--- config.mk ---
export PLATFORM = sky130hd
export DESIGN_NAME = pitot_airspeed_window_average_top
export DESIGN_NICKNAME = d
export VERILOG_FILES = /design/src/rtl/pawa_pkg.sv /design/src/rtl/pitot_airspeed_window_average_top.sv
export SDC_FILE = /design/constraint.sdc
export NUM_CORES = 2
export LEC_CHECK = 0
export BUFFER_PORTS_ARGS = -buffer_cell sky130_fd_sc_hd__clkbuf_2
export CORE_AREA = 2 2 308 310
export DETAILED_ROUTE_END_ITERATION = 10
export DIE_AREA = 0 0 310 312
export PLACE_DENSITY_LB_ADDON = 0.08
export SLEW_MARGIN = 20
export SYNTH_ARGS = -nofsm -noshare
export SYNTH_HDL_FRONTEND = slang
export SYNTH_SLANG_ARGS = --single-unit
--- constraint.sdc ---
create_clock -name clk -period 9.7 [get_ports clk]
set_clock_uncertainty 0.1 [all_clocks]
set_input_delay 0.485 -clock clk [delete_from_list [all_inputs] [get_ports clk]]
set_output_delay 0.485 -clock clk [all_outputs]
set_load 0.03 [all_outputs]
--- src/rtl/pawa_pkg.sv ---
// Shared constants of the pitot airspeed window average block.
package pawa_pkg;

  // Field widths
  localparam int SAMPLE_W = 12;
  localparam int SCALE_W  = 16;
  localparam int SPEED_W  = 14;
  localparam int PROD_W   = SAMPLE_W + SCALE_W;
  localparam int ROOT_W   = PROD_W / 2;
  localparam int IN_W     = 16;
  localparam int OUT_W    = 32;
  localparam int CFG_W    = 32;
  localparam int PADDR_W  = 3;

  // Largest speed the square root can give for a 12-bit difference
  localparam logic [SPEED_W-1:0] SPEED_MAX = 14'd16381;

  // Defaults
  localparam int                 WINDOW_DEF  = 20;
  localparam logic [SCALE_W-1:0] SCALE_RESET = 16'd5280;

  // Item kinds carried in tuser
  localparam logic ACT_SAMPLE    = 1'b0;
  localparam logic ACT_CALIBRATE = 1'b1;

  // Register index taken from paddr bit 2
  localparam logic REG_SPEED_SCALE = 1'b0;

endpackage

--- src/rtl/pitot_airspeed_window_average_top.sv ---
// Pitot airspeed window average: sample window, offset calibration, speed.
//
//  channel | ports  | payload
//  --------+--------+----------------------------------------------------
//  input   | in_*   | tuser[0] action, tdata[11:0] sample
//  result  | out_*  | tdata[13:0] speed, tdata[25:14] zero_offset
//  config  | cfg_*  | byte 0: speed_scale [15:0]
//
// One item at a time. A sample beat runs read, update, mean, multiply and
// square root; a calibrate beat runs the divide, then mean, multiply and
// square root, skipping the divide when no entry is nonzero. in_tready rises
// with out_tvalid. The one-bit-per-cycle divide by the nonzero count and the
// two-bits-per-cycle square root are the serial steps; the window mean is a
// reciprocal multiply. Reset clears the window through per-entry valid bits.
// A result waiting on out_tready holds; the next beat is taken meanwhile.
module pitot_airspeed_window_average_top
  import pawa_pkg::*;
#(
  parameter int WINDOW = WINDOW_DEF
) (
  input  logic               clk,
  input  logic               rst_n,
  // input channel
  input  logic               in_tvalid,
  output logic               in_tready,
  input  logic [IN_W-1:0]    in_tdata,    // [11:0] sample
  input  logic [0:0]         in_tuser,    // [0] action
  // result channel
  output logic               out_tvalid,
  input  logic               out_tready,
  output logic [OUT_W-1:0]   out_tdata,   // [13:0] speed, [25:14] zero_offset
  // configuration port
  input  logic               cfg_psel,
  input  logic               cfg_penable,
  input  logic               cfg_pwrite,
  input  logic [PADDR_W-1:0] cfg_paddr,
  input  logic [CFG_W-1:0]   cfg_pwdata,
  output logic [CFG_W-1:0]   cfg_prdata,
  output logic               cfg_pready
);

  localparam int SLOT_W   = $clog2(WINDOW);
  localparam int CNT_W    = $clog2(WINDOW + 1);
  localparam int SUM_W    = SAMPLE_W + $clog2(WINDOW);
  localparam int DSTEP_W  = $clog2(SUM_W);
  localparam int SQSTEP_W = $clog2(ROOT_W);
  localparam int SQREM_W  = ROOT_W + 3;
  localparam int RECIP_W  = SUM_W + 1;
  localparam int MEAN_SH  = SUM_W + $clog2(WINDOW);
  localparam int MPROD_W  = SUM_W + RECIP_W;

  localparam logic [SLOT_W-1:0]   SLOT_LAST  = SLOT_W'(WINDOW - 1);
  localparam logic [DSTEP_W-1:0]  DSTEP_TOP  = DSTEP_W'(SUM_W - 1);
  localparam logic [SQSTEP_W-1:0] SQSTEP_TOP = SQSTEP_W'(ROOT_W - 1);
  // ceil(2^MEAN_SH / WINDOW): exact floor division for any SUM_W-bit sum
  localparam logic [RECIP_W-1:0]  MEAN_RECIP =
    RECIP_W'(((1 << MEAN_SH) + WINDOW - 1) / WINDOW);

  localparam logic [3:0] S_IDLE = 4'd0;
  localparam logic [3:0] S_READ = 4'd1;
  localparam logic [3:0] S_UPD  = 4'd2;
  localparam logic [3:0] S_DIVC = 4'd3;
  localparam logic [3:0] S_MEAN = 4'd4;
  localparam logic [3:0] S_MULT = 4'd5;
  localparam logic [3:0] S_SQRT = 4'd6;
  localparam logic [3:0] S_DONE = 4'd7;

  // Window memory and its valid bits
  logic [SAMPLE_W-1:0] win_mem [WINDOW];
  logic [WINDOW-1:0]   valid_r, valid_nxt;
  logic [SAMPLE_W-1:0] rd_data_r;
  logic                rd_en;
  logic                wr_en;

  logic [3:0]          state_r, state_nxt;
  logic [SAMPLE_W-1:0] smp_r, smp_nxt;
  logic [SLOT_W-1:0]   slot_r, slot_nxt;
  logic [SUM_W-1:0]    sum_r, sum_nxt;
  logic [CNT_W-1:0]    cnt_r, cnt_nxt;
  logic [SAMPLE_W-1:0] offset_r, offset_nxt;
  logic [SCALE_W-1:0]  scale_r, scale_nxt;

  // Divider
  logic [CNT_W-1:0]    den_r, den_nxt;
  logic [CNT_W-1:0]    rem_r, rem_nxt;
  logic [SUM_W-1:0]    quo_r, quo_nxt;
  logic [DSTEP_W-1:0]  dstep_r, dstep_nxt;
  logic [SAMPLE_W-1:0] mean_r, mean_nxt;

  // Square root
  logic [PROD_W-1:0]   sq_val_r, sq_val_nxt;
  logic [SQREM_W-1:0]  sq_rem_r, sq_rem_nxt;
  logic [ROOT_W-1:0]   root_r, root_nxt;
  logic [SQSTEP_W-1:0] sqstep_r, sqstep_nxt;

  logic                out_valid_r, out_valid_nxt;
  logic [OUT_W-1:0]    out_data_r, out_data_nxt;

  // Combinational helpers
  logic                in_fire;
  logic                cfg_wr;
  logic [SAMPLE_W-1:0] old_smp;
  logic [SUM_W-1:0]    sum_upd;
  logic [CNT_W:0]      div_tmp;
  logic                div_bit;
  logic [SUM_W-1:0]    quo_step;
  logic [MPROD_W-1:0]  mean_prod;
  logic [SAMPLE_W-1:0] diff;
  logic [SQREM_W-1:0]  sq_tmp;
  logic [SQREM_W-1:0]  sq_trial;

  assign in_tready  = (state_r == S_IDLE);
  assign in_fire    = in_tvalid && in_tready;
  assign cfg_wr     = cfg_psel && cfg_penable && cfg_pwrite && cfg_pready;
  assign cfg_pready = 1'b1;
  assign cfg_prdata = (cfg_paddr[2] == REG_SPEED_SCALE) ?
                      {{(CFG_W-SCALE_W){1'b0}}, scale_r} : '0;

  assign out_tvalid = out_valid_r;
  assign out_tdata  = out_data_r;

  assign rd_en = (state_r == S_READ);
  assign wr_en = (state_r == S_UPD);

  // Old entry reads as zero until written once after reset
  assign old_smp = valid_r[slot_r] ? rd_data_r : '0;
  assign sum_upd = sum_r - SUM_W'(old_smp) + SUM_W'(smp_r);

  // One restoring divide step
  assign div_tmp  = {rem_r, quo_r[SUM_W-1]};
  assign div_bit  = (div_tmp >= {1'b0, den_r});
  assign quo_step = {quo_r[SUM_W-2:0], div_bit};

  // Window mean by reciprocal multiply
  assign mean_prod = MPROD_W'(sum_r) * MPROD_W'(MEAN_RECIP);

  assign diff = (mean_r >= offset_r) ? (mean_r - offset_r) : (offset_r - mean_r);

  // One square root step, two radicand bits a cycle
  assign sq_tmp   = {sq_rem_r[SQREM_W-3:0], sq_val_r[PROD_W-1:PROD_W-2]};
  assign sq_trial = {{(SQREM_W-ROOT_W-2){1'b0}}, root_r, 2'b01};

  // Window memory: registered read, single write port
  always_ff @(posedge clk) begin
    if (rd_en) begin
      rd_data_r <= win_mem[slot_r];
    end
    if (wr_en) begin
      win_mem[slot_r] <= smp_r;
    end
  end

  // Next state and datapath
  always_comb begin
    state_nxt     = state_r;
    smp_nxt       = smp_r;
    slot_nxt      = slot_r;
    sum_nxt       = sum_r;
    cnt_nxt       = cnt_r;
    offset_nxt    = offset_r;
    scale_nxt     = scale_r;
    valid_nxt     = valid_r;
    den_nxt       = den_r;
    rem_nxt       = rem_r;
    quo_nxt       = quo_r;
    dstep_nxt     = dstep_r;
    mean_nxt      = mean_r;
    sq_val_nxt    = sq_val_r;
    sq_rem_nxt    = sq_rem_r;
    root_nxt      = root_r;
    sqstep_nxt    = sqstep_r;
    out_valid_nxt = out_valid_r;
    out_data_nxt  = out_data_r;

    // Register write
    if (cfg_wr && (cfg_paddr[2] == REG_SPEED_SCALE)) begin
      scale_nxt = cfg_pwdata[SCALE_W-1:0];
    end

    // Drop the result once taken
    if (out_valid_r && out_tready) begin
      out_valid_nxt = 1'b0;
    end

    case (state_r)
      S_IDLE: begin
        if (in_fire) begin
          smp_nxt = in_tdata[SAMPLE_W-1:0];
          if (in_tuser[0] == ACT_SAMPLE) begin
            state_nxt = S_READ;
          end else if (cnt_r == '0) begin
            offset_nxt = '0;
            state_nxt  = S_MEAN;
          end else begin
            rem_nxt   = '0;
            quo_nxt   = sum_r;
            den_nxt   = cnt_r;
            dstep_nxt = DSTEP_TOP;
            state_nxt = S_DIVC;
          end
        end
      end
      S_READ: begin
        state_nxt = S_UPD;
      end
      S_UPD: begin
        // Replace the oldest entry, then take the mean of the new sum
        sum_nxt = sum_upd;
        cnt_nxt = cnt_r + CNT_W'(smp_r != '0) - CNT_W'(old_smp != '0);
        valid_nxt[slot_r] = 1'b1;
        slot_nxt  = (slot_r == SLOT_LAST) ? '0 : slot_r + 1'b1;
        state_nxt = S_MEAN;
      end
      S_DIVC: begin
        rem_nxt   = div_bit ? CNT_W'(div_tmp - {1'b0, den_r}) : div_tmp[CNT_W-1:0];
        quo_nxt   = quo_step;
        dstep_nxt = dstep_r - 1'b1;
        if (dstep_r == '0) begin
          offset_nxt = quo_step[SAMPLE_W-1:0];
          state_nxt  = S_MEAN;
        end
      end
      S_MEAN: begin
        mean_nxt  = mean_prod[MEAN_SH +: SAMPLE_W];
        state_nxt = S_MULT;
      end
      S_MULT: begin
        sq_val_nxt = PROD_W'(diff) * PROD_W'(scale_r);
        sq_rem_nxt = '0;
        root_nxt   = '0;
        sqstep_nxt = SQSTEP_TOP;
        state_nxt  = S_SQRT;
      end
      S_SQRT: begin
        sq_val_nxt = {sq_val_r[PROD_W-3:0], 2'b00};
        if (sq_tmp >= sq_trial) begin
          sq_rem_nxt = sq_tmp - sq_trial;
          root_nxt   = {root_r[ROOT_W-2:0], 1'b1};
        end else begin
          sq_rem_nxt = sq_tmp;
          root_nxt   = {root_r[ROOT_W-2:0], 1'b0};
        end
        sqstep_nxt = sqstep_r - 1'b1;
        if (sqstep_r == '0) begin
          state_nxt = S_DONE;
        end
      end
      S_DONE: begin
        // Hold until the output register is free
        if (!out_valid_r || out_tready) begin
          out_valid_nxt = 1'b1;
          out_data_nxt  = {{(OUT_W-SPEED_W-SAMPLE_W){1'b0}}, offset_r,
                           root_r[SPEED_W-1:0]};
          state_nxt     = S_IDLE;
        end
      end
      default: begin
        state_nxt = S_IDLE;
      end
    endcase
  end

  // Control registers
  always_ff @(posedge clk) begin
    if (!rst_n) begin
      state_r     <= S_IDLE;
      slot_r      <= '0;
      sum_r       <= '0;
      cnt_r       <= '0;
      offset_r    <= '0;
      scale_r     <= SCALE_RESET;
      valid_r     <= '0;
      out_valid_r <= 1'b0;
    end else begin
      state_r     <= state_nxt;
      slot_r      <= slot_nxt;
      sum_r       <= sum_nxt;
      cnt_r       <= cnt_nxt;
      offset_r    <= offset_nxt;
      scale_r     <= scale_nxt;
      valid_r     <= valid_nxt;
      out_valid_r <= out_valid_nxt;
    end
  end

  // Payload registers
  always_ff @(posedge clk) begin
    smp_r      <= smp_nxt;
    den_r      <= den_nxt;
    rem_r      <= rem_nxt;
    quo_r      <= quo_nxt;
    dstep_r    <= dstep_nxt;
    mean_r     <= mean_nxt;
    sq_val_r   <= sq_val_nxt;
    sq_rem_r   <= sq_rem_nxt;
    root_r     <= root_nxt;
    sqstep_r   <= sqstep_nxt;
    out_data_r <= out_data_nxt;
  end

endmodule

==> qor.csv <==
metric;value;unit
timing.critical_path.to_type;flip-flop;
dp_hpwl;57900;um
achievable-frequency;111;MHz
worst-endpoint-required;9.93;ns
worstSkewPairLatency;0.66;ns
post_drt_via_cell_ratio;4.87;
final_layout_size_suffix_gt1_share;10.5;%
worst_slew_pin_slew;1.15;ns
critical_path_class;flip-flop to flip-flop;
startpoint;mean_r[0];
timing.critical_path.from_type;flip-flop;
first_pass_grt_wire_length;127000;um
routed-via-count;20700;
hold_viol_final;0;
timing.critical_path.fanout_max;17;
area_of_all_placed_cells_without_fillers;36500;um2
synthArstFlopShare;0;%
drt_first_iter_violations;1141;
numPortBuffers;80;
cell_count_after_synthesis;2838;
slew_violations;0;
detailedPlace.worstSlack;0.577;ns
worst_slew_margin_rel;22.5;%
setup_viol;0;
hold_path.startpoint;cfg_pwdata[15];
drt-wirelength-per-cell;18.9;um
htreeDepth;2;
grt_antenna_before_repair;3;
tritoncts_num_sinks;474;
io_pins;126;
post_cts_buffers;0;
detail_route.first_pass.iterations;5;
rr_startpoint;mean_r[0];
grt.overflow.total;0;
die_height;312;um
final_net_count;3507;
wirelength;80000;um
initial_utilization;34.9;%
type_of_the_most_critical_hold_path;primary input to flip-flop;
syn2layout_area_growth;12.4;%
fin_setup_tns;0;ns
result_of_the_run;complete, no violations;
synth_seq_cells;474;
placement_rows;112;
dominantRegCellSynth;sky130_fd_sc_hd__edfxtp_1;
timing.final.crit_period;9.00;ns
groute.usage.overall;17.0;%
r2r_slack;0.70;ns
cts-buffers-inserted;57;
fp.dieW;310;um
finalWorstSetupSlack;0.705;ns
maxCapViolations;0;
post_dp_cell_area;34300;um2
synth-edff-count;395;
clk_transition_reported_paths;0.06;ns
design.die.area;96700;um2
synth.distinct_cells;75;
clock_tree_from_tritoncts;yes;
ant_nets;0;
synth_area;32400;um2
dominant_cell_type_by_count_on_the_critical_path;sky130_fd_sc_hd__fa_1;
grt_pass1_vias;22200;
unrepaired_setup_endpoints_after_global_routing;no;
gp_routability_congestion;0.835;
layout_common_cells;sky130_fd_sc_hd__inv_1 (462), sky130_fd_sc_hd__edfxtp_1 (395), sky130_fd_sc_hd__nand2_1 (280), sky130_fd_sc_hd__ha_1 (268), sky130_fd_sc_hd__fa_1 (244);
fp.coreArea;93000;um2
ys_seq_area_share;41.4;%
synth-warning-count;0;
cp_slowest_stage_delay;0.93;ns
clock-root-buffer;sky130_fd_sc_hd__clkbuf_16;
crit_slowest_cell;sky130_fd_sc_hd__xnor2_1;
mean_syn_cell_area;11.4;um2
min_period_over_period;92.7;%
max-clock-path-buffers;3;
route.detailed.drc;0;
maximum_number_of_pins_on_one_net_before_global_route_repair;89;
final_common_cell;sky130_fd_sc_hd__inv_1;
cp.arrival;9.23;ns
-- kinds of logic after synthesis --
family / synth area share, %
simple gates: 10.1
buf+inv: 7.22
fa+ha+maj: 25.4
flops: 41.4
compound gates: 8.41
mux: 5.52
xor+xnor: 1.89
other cells: 0.0231
-- layer usage --
| metal | wire [um] | global-route usage (%) | up-vias | share of wire, % |
|---|---|---|---|---|
| li1 | - | - | 9786 | - |
| met1 | 37000 | 23.3 | 10400 | 46 |
| met2 | 38100 | 28.4 | 327 | 48 |
| met3 | 3200 | 2.43 | 97 | 4.0 |
| met4 | 1700 | 3.96 | 2 | 2.1 |
| met5 | 12 | 0 | - | 0.015 |
-- worst max-delay path, delay by kind of cell (launching register included) --
kind                       cells  cell delay (ns)
AOI/OAI and AO/OA             11             2.59
DFF                            1             0.41
buffers and inverters          6             0.60
xor gates and xnor gates       2             1.11
adders and majority gates      8             3.49
and+or+nand+nor                3             0.39
-- state kept, by name, summed over array words and instances (netlist names), 12 cells and up --
signal     cells
out_tdata     26
rd_data_r     12
root_r        14
sq_rem_r      15
sum_r         17
valid_r       20
win_mem      240
mean_r        12
offset_r      12
sq_val_r      28
scale_r       16
smp_r         12
quo_r         17
-- worst paths after layout --
kind,end,cells past startpoint
max,sq_val_r[25],30
min,scale_r[15],3
max reg2reg,sq_val_r[25],30
min reg2reg,out_tdata[7],0
-- cell type report --
cell class	instances	area (um2)
Fill cell	9118	56600
Multi-Input combinational cell	1792	16800
Clock buffer	87	1630
Antenna cell	2	5.00
Tap cell	1254	1570
Clock inverter	21	287
Inverter	462	1730
Sequential cell	474	13400
Timing Repair Buffer	149	986
-- timing repair --
action / in CTS / in global routing
hold buffers: 27 / 0
hold endpoints to repair: 27 / 0
endpoints found under the setup margin: 0 / 2
gates resized for setup: 0 / 1
-- cell usage after synthesis, types with 4 or more instances --
cell type,instances,area share [%]
sky130_fd_sc_hd__clkbuf_1,87,1.0
sky130_fd_sc_hd__or3_1,8,0.15
sky130_fd_sc_hd__nand3_1,38,0.59
sky130_fd_sc_hd__a21o_1,35,0.81
sky130_fd_sc_hd__a31o_2,4,0.11
sky130_fd_sc_hd__nor3_1,26,0.40
sky130_fd_sc_hd__and3_1,18,0.35
sky130_fd_sc_hd__nor2b_1,42,0.81
sky130_fd_sc_hd__mux2i_1,28,0.86
sky130_fd_sc_hd__nand2_1,280,3.2
sky130_fd_sc_hd__a21oi_1,75,1.2
sky130_fd_sc_hd__dfxtp_1,79,4.9
sky130_fd_sc_hd__a211oi_1,21,0.49
sky130_fd_sc_hd__nand2b_1,24,0.46
sky130_fd_sc_hd__a31oi_1,9,0.17
sky130_fd_sc_hd__a211o_1,4,0.11
sky130_fd_sc_hd__or2_2,5,0.096
sky130_fd_sc_hd__buf_2,14,0.22
sky130_fd_sc_hd__a22oi_1,24,0.56
sky130_fd_sc_hd__o21bai_1,9,0.21
sky130_fd_sc_hd__edfxtp_1,395,37
sky130_fd_sc_hd__o211ai_1,6,0.14
sky130_fd_sc_hd__fa_1,244,15
sky130_fd_sc_hd__ha_1,268,10
sky130_fd_sc_hd__inv_1,462,5.3
sky130_fd_sc_hd__nand4_1,11,0.21
sky130_fd_sc_hd__a21boi_0,46,1.1
sky130_fd_sc_hd__o31ai_1,8,0.19
sky130_fd_sc_hd__a21bo_2,12,0.37
sky130_fd_sc_hd__xnor2_1,45,1.2
sky130_fd_sc_hd__buf_4,24,0.56
sky130_fd_sc_hd__nand4b_1,4,0.11
sky130_fd_sc_hd__and2_1,91,1.8
sky130_fd_sc_hd__mux4_2,65,4.5
sky130_fd_sc_hd__o21ai_0,90,1.4
sky130_fd_sc_hd__nor3b_1,8,0.19
sky130_fd_sc_hd__nand3b_1,6,0.14
sky130_fd_sc_hd__buf_1,5,0.058
sky130_fd_sc_hd__nor2_1,103,1.2
sky130_fd_sc_hd__o21a_1,33,0.76
sky130_fd_sc_hd__xor2_1,23,0.62
sky130_fd_sc_hd__a311oi_1,4,0.11
sky130_fd_sc_hd__nor4_1,9,0.17
-- per-stage QoR --
| step | std cells | util [%] | hold slack, ns |
|---|---|---|---|
| global placement | 4104 | 36.8 | 0.338 |
| floorplan | 2859 | - | 0.326 |
| global route | 4239 | 39.2 | 0.0351 |
| detailed placement | 4104 | 36.8 | 0.332 |
| CTS | 4239 | 39.2 | 0.00291 |
| finish | 4241 | 39.2 | 0.0439 |
Power is not shown: default switching activity piles up to over one toggle a cycle in this logic, so the estimate is an artifact.
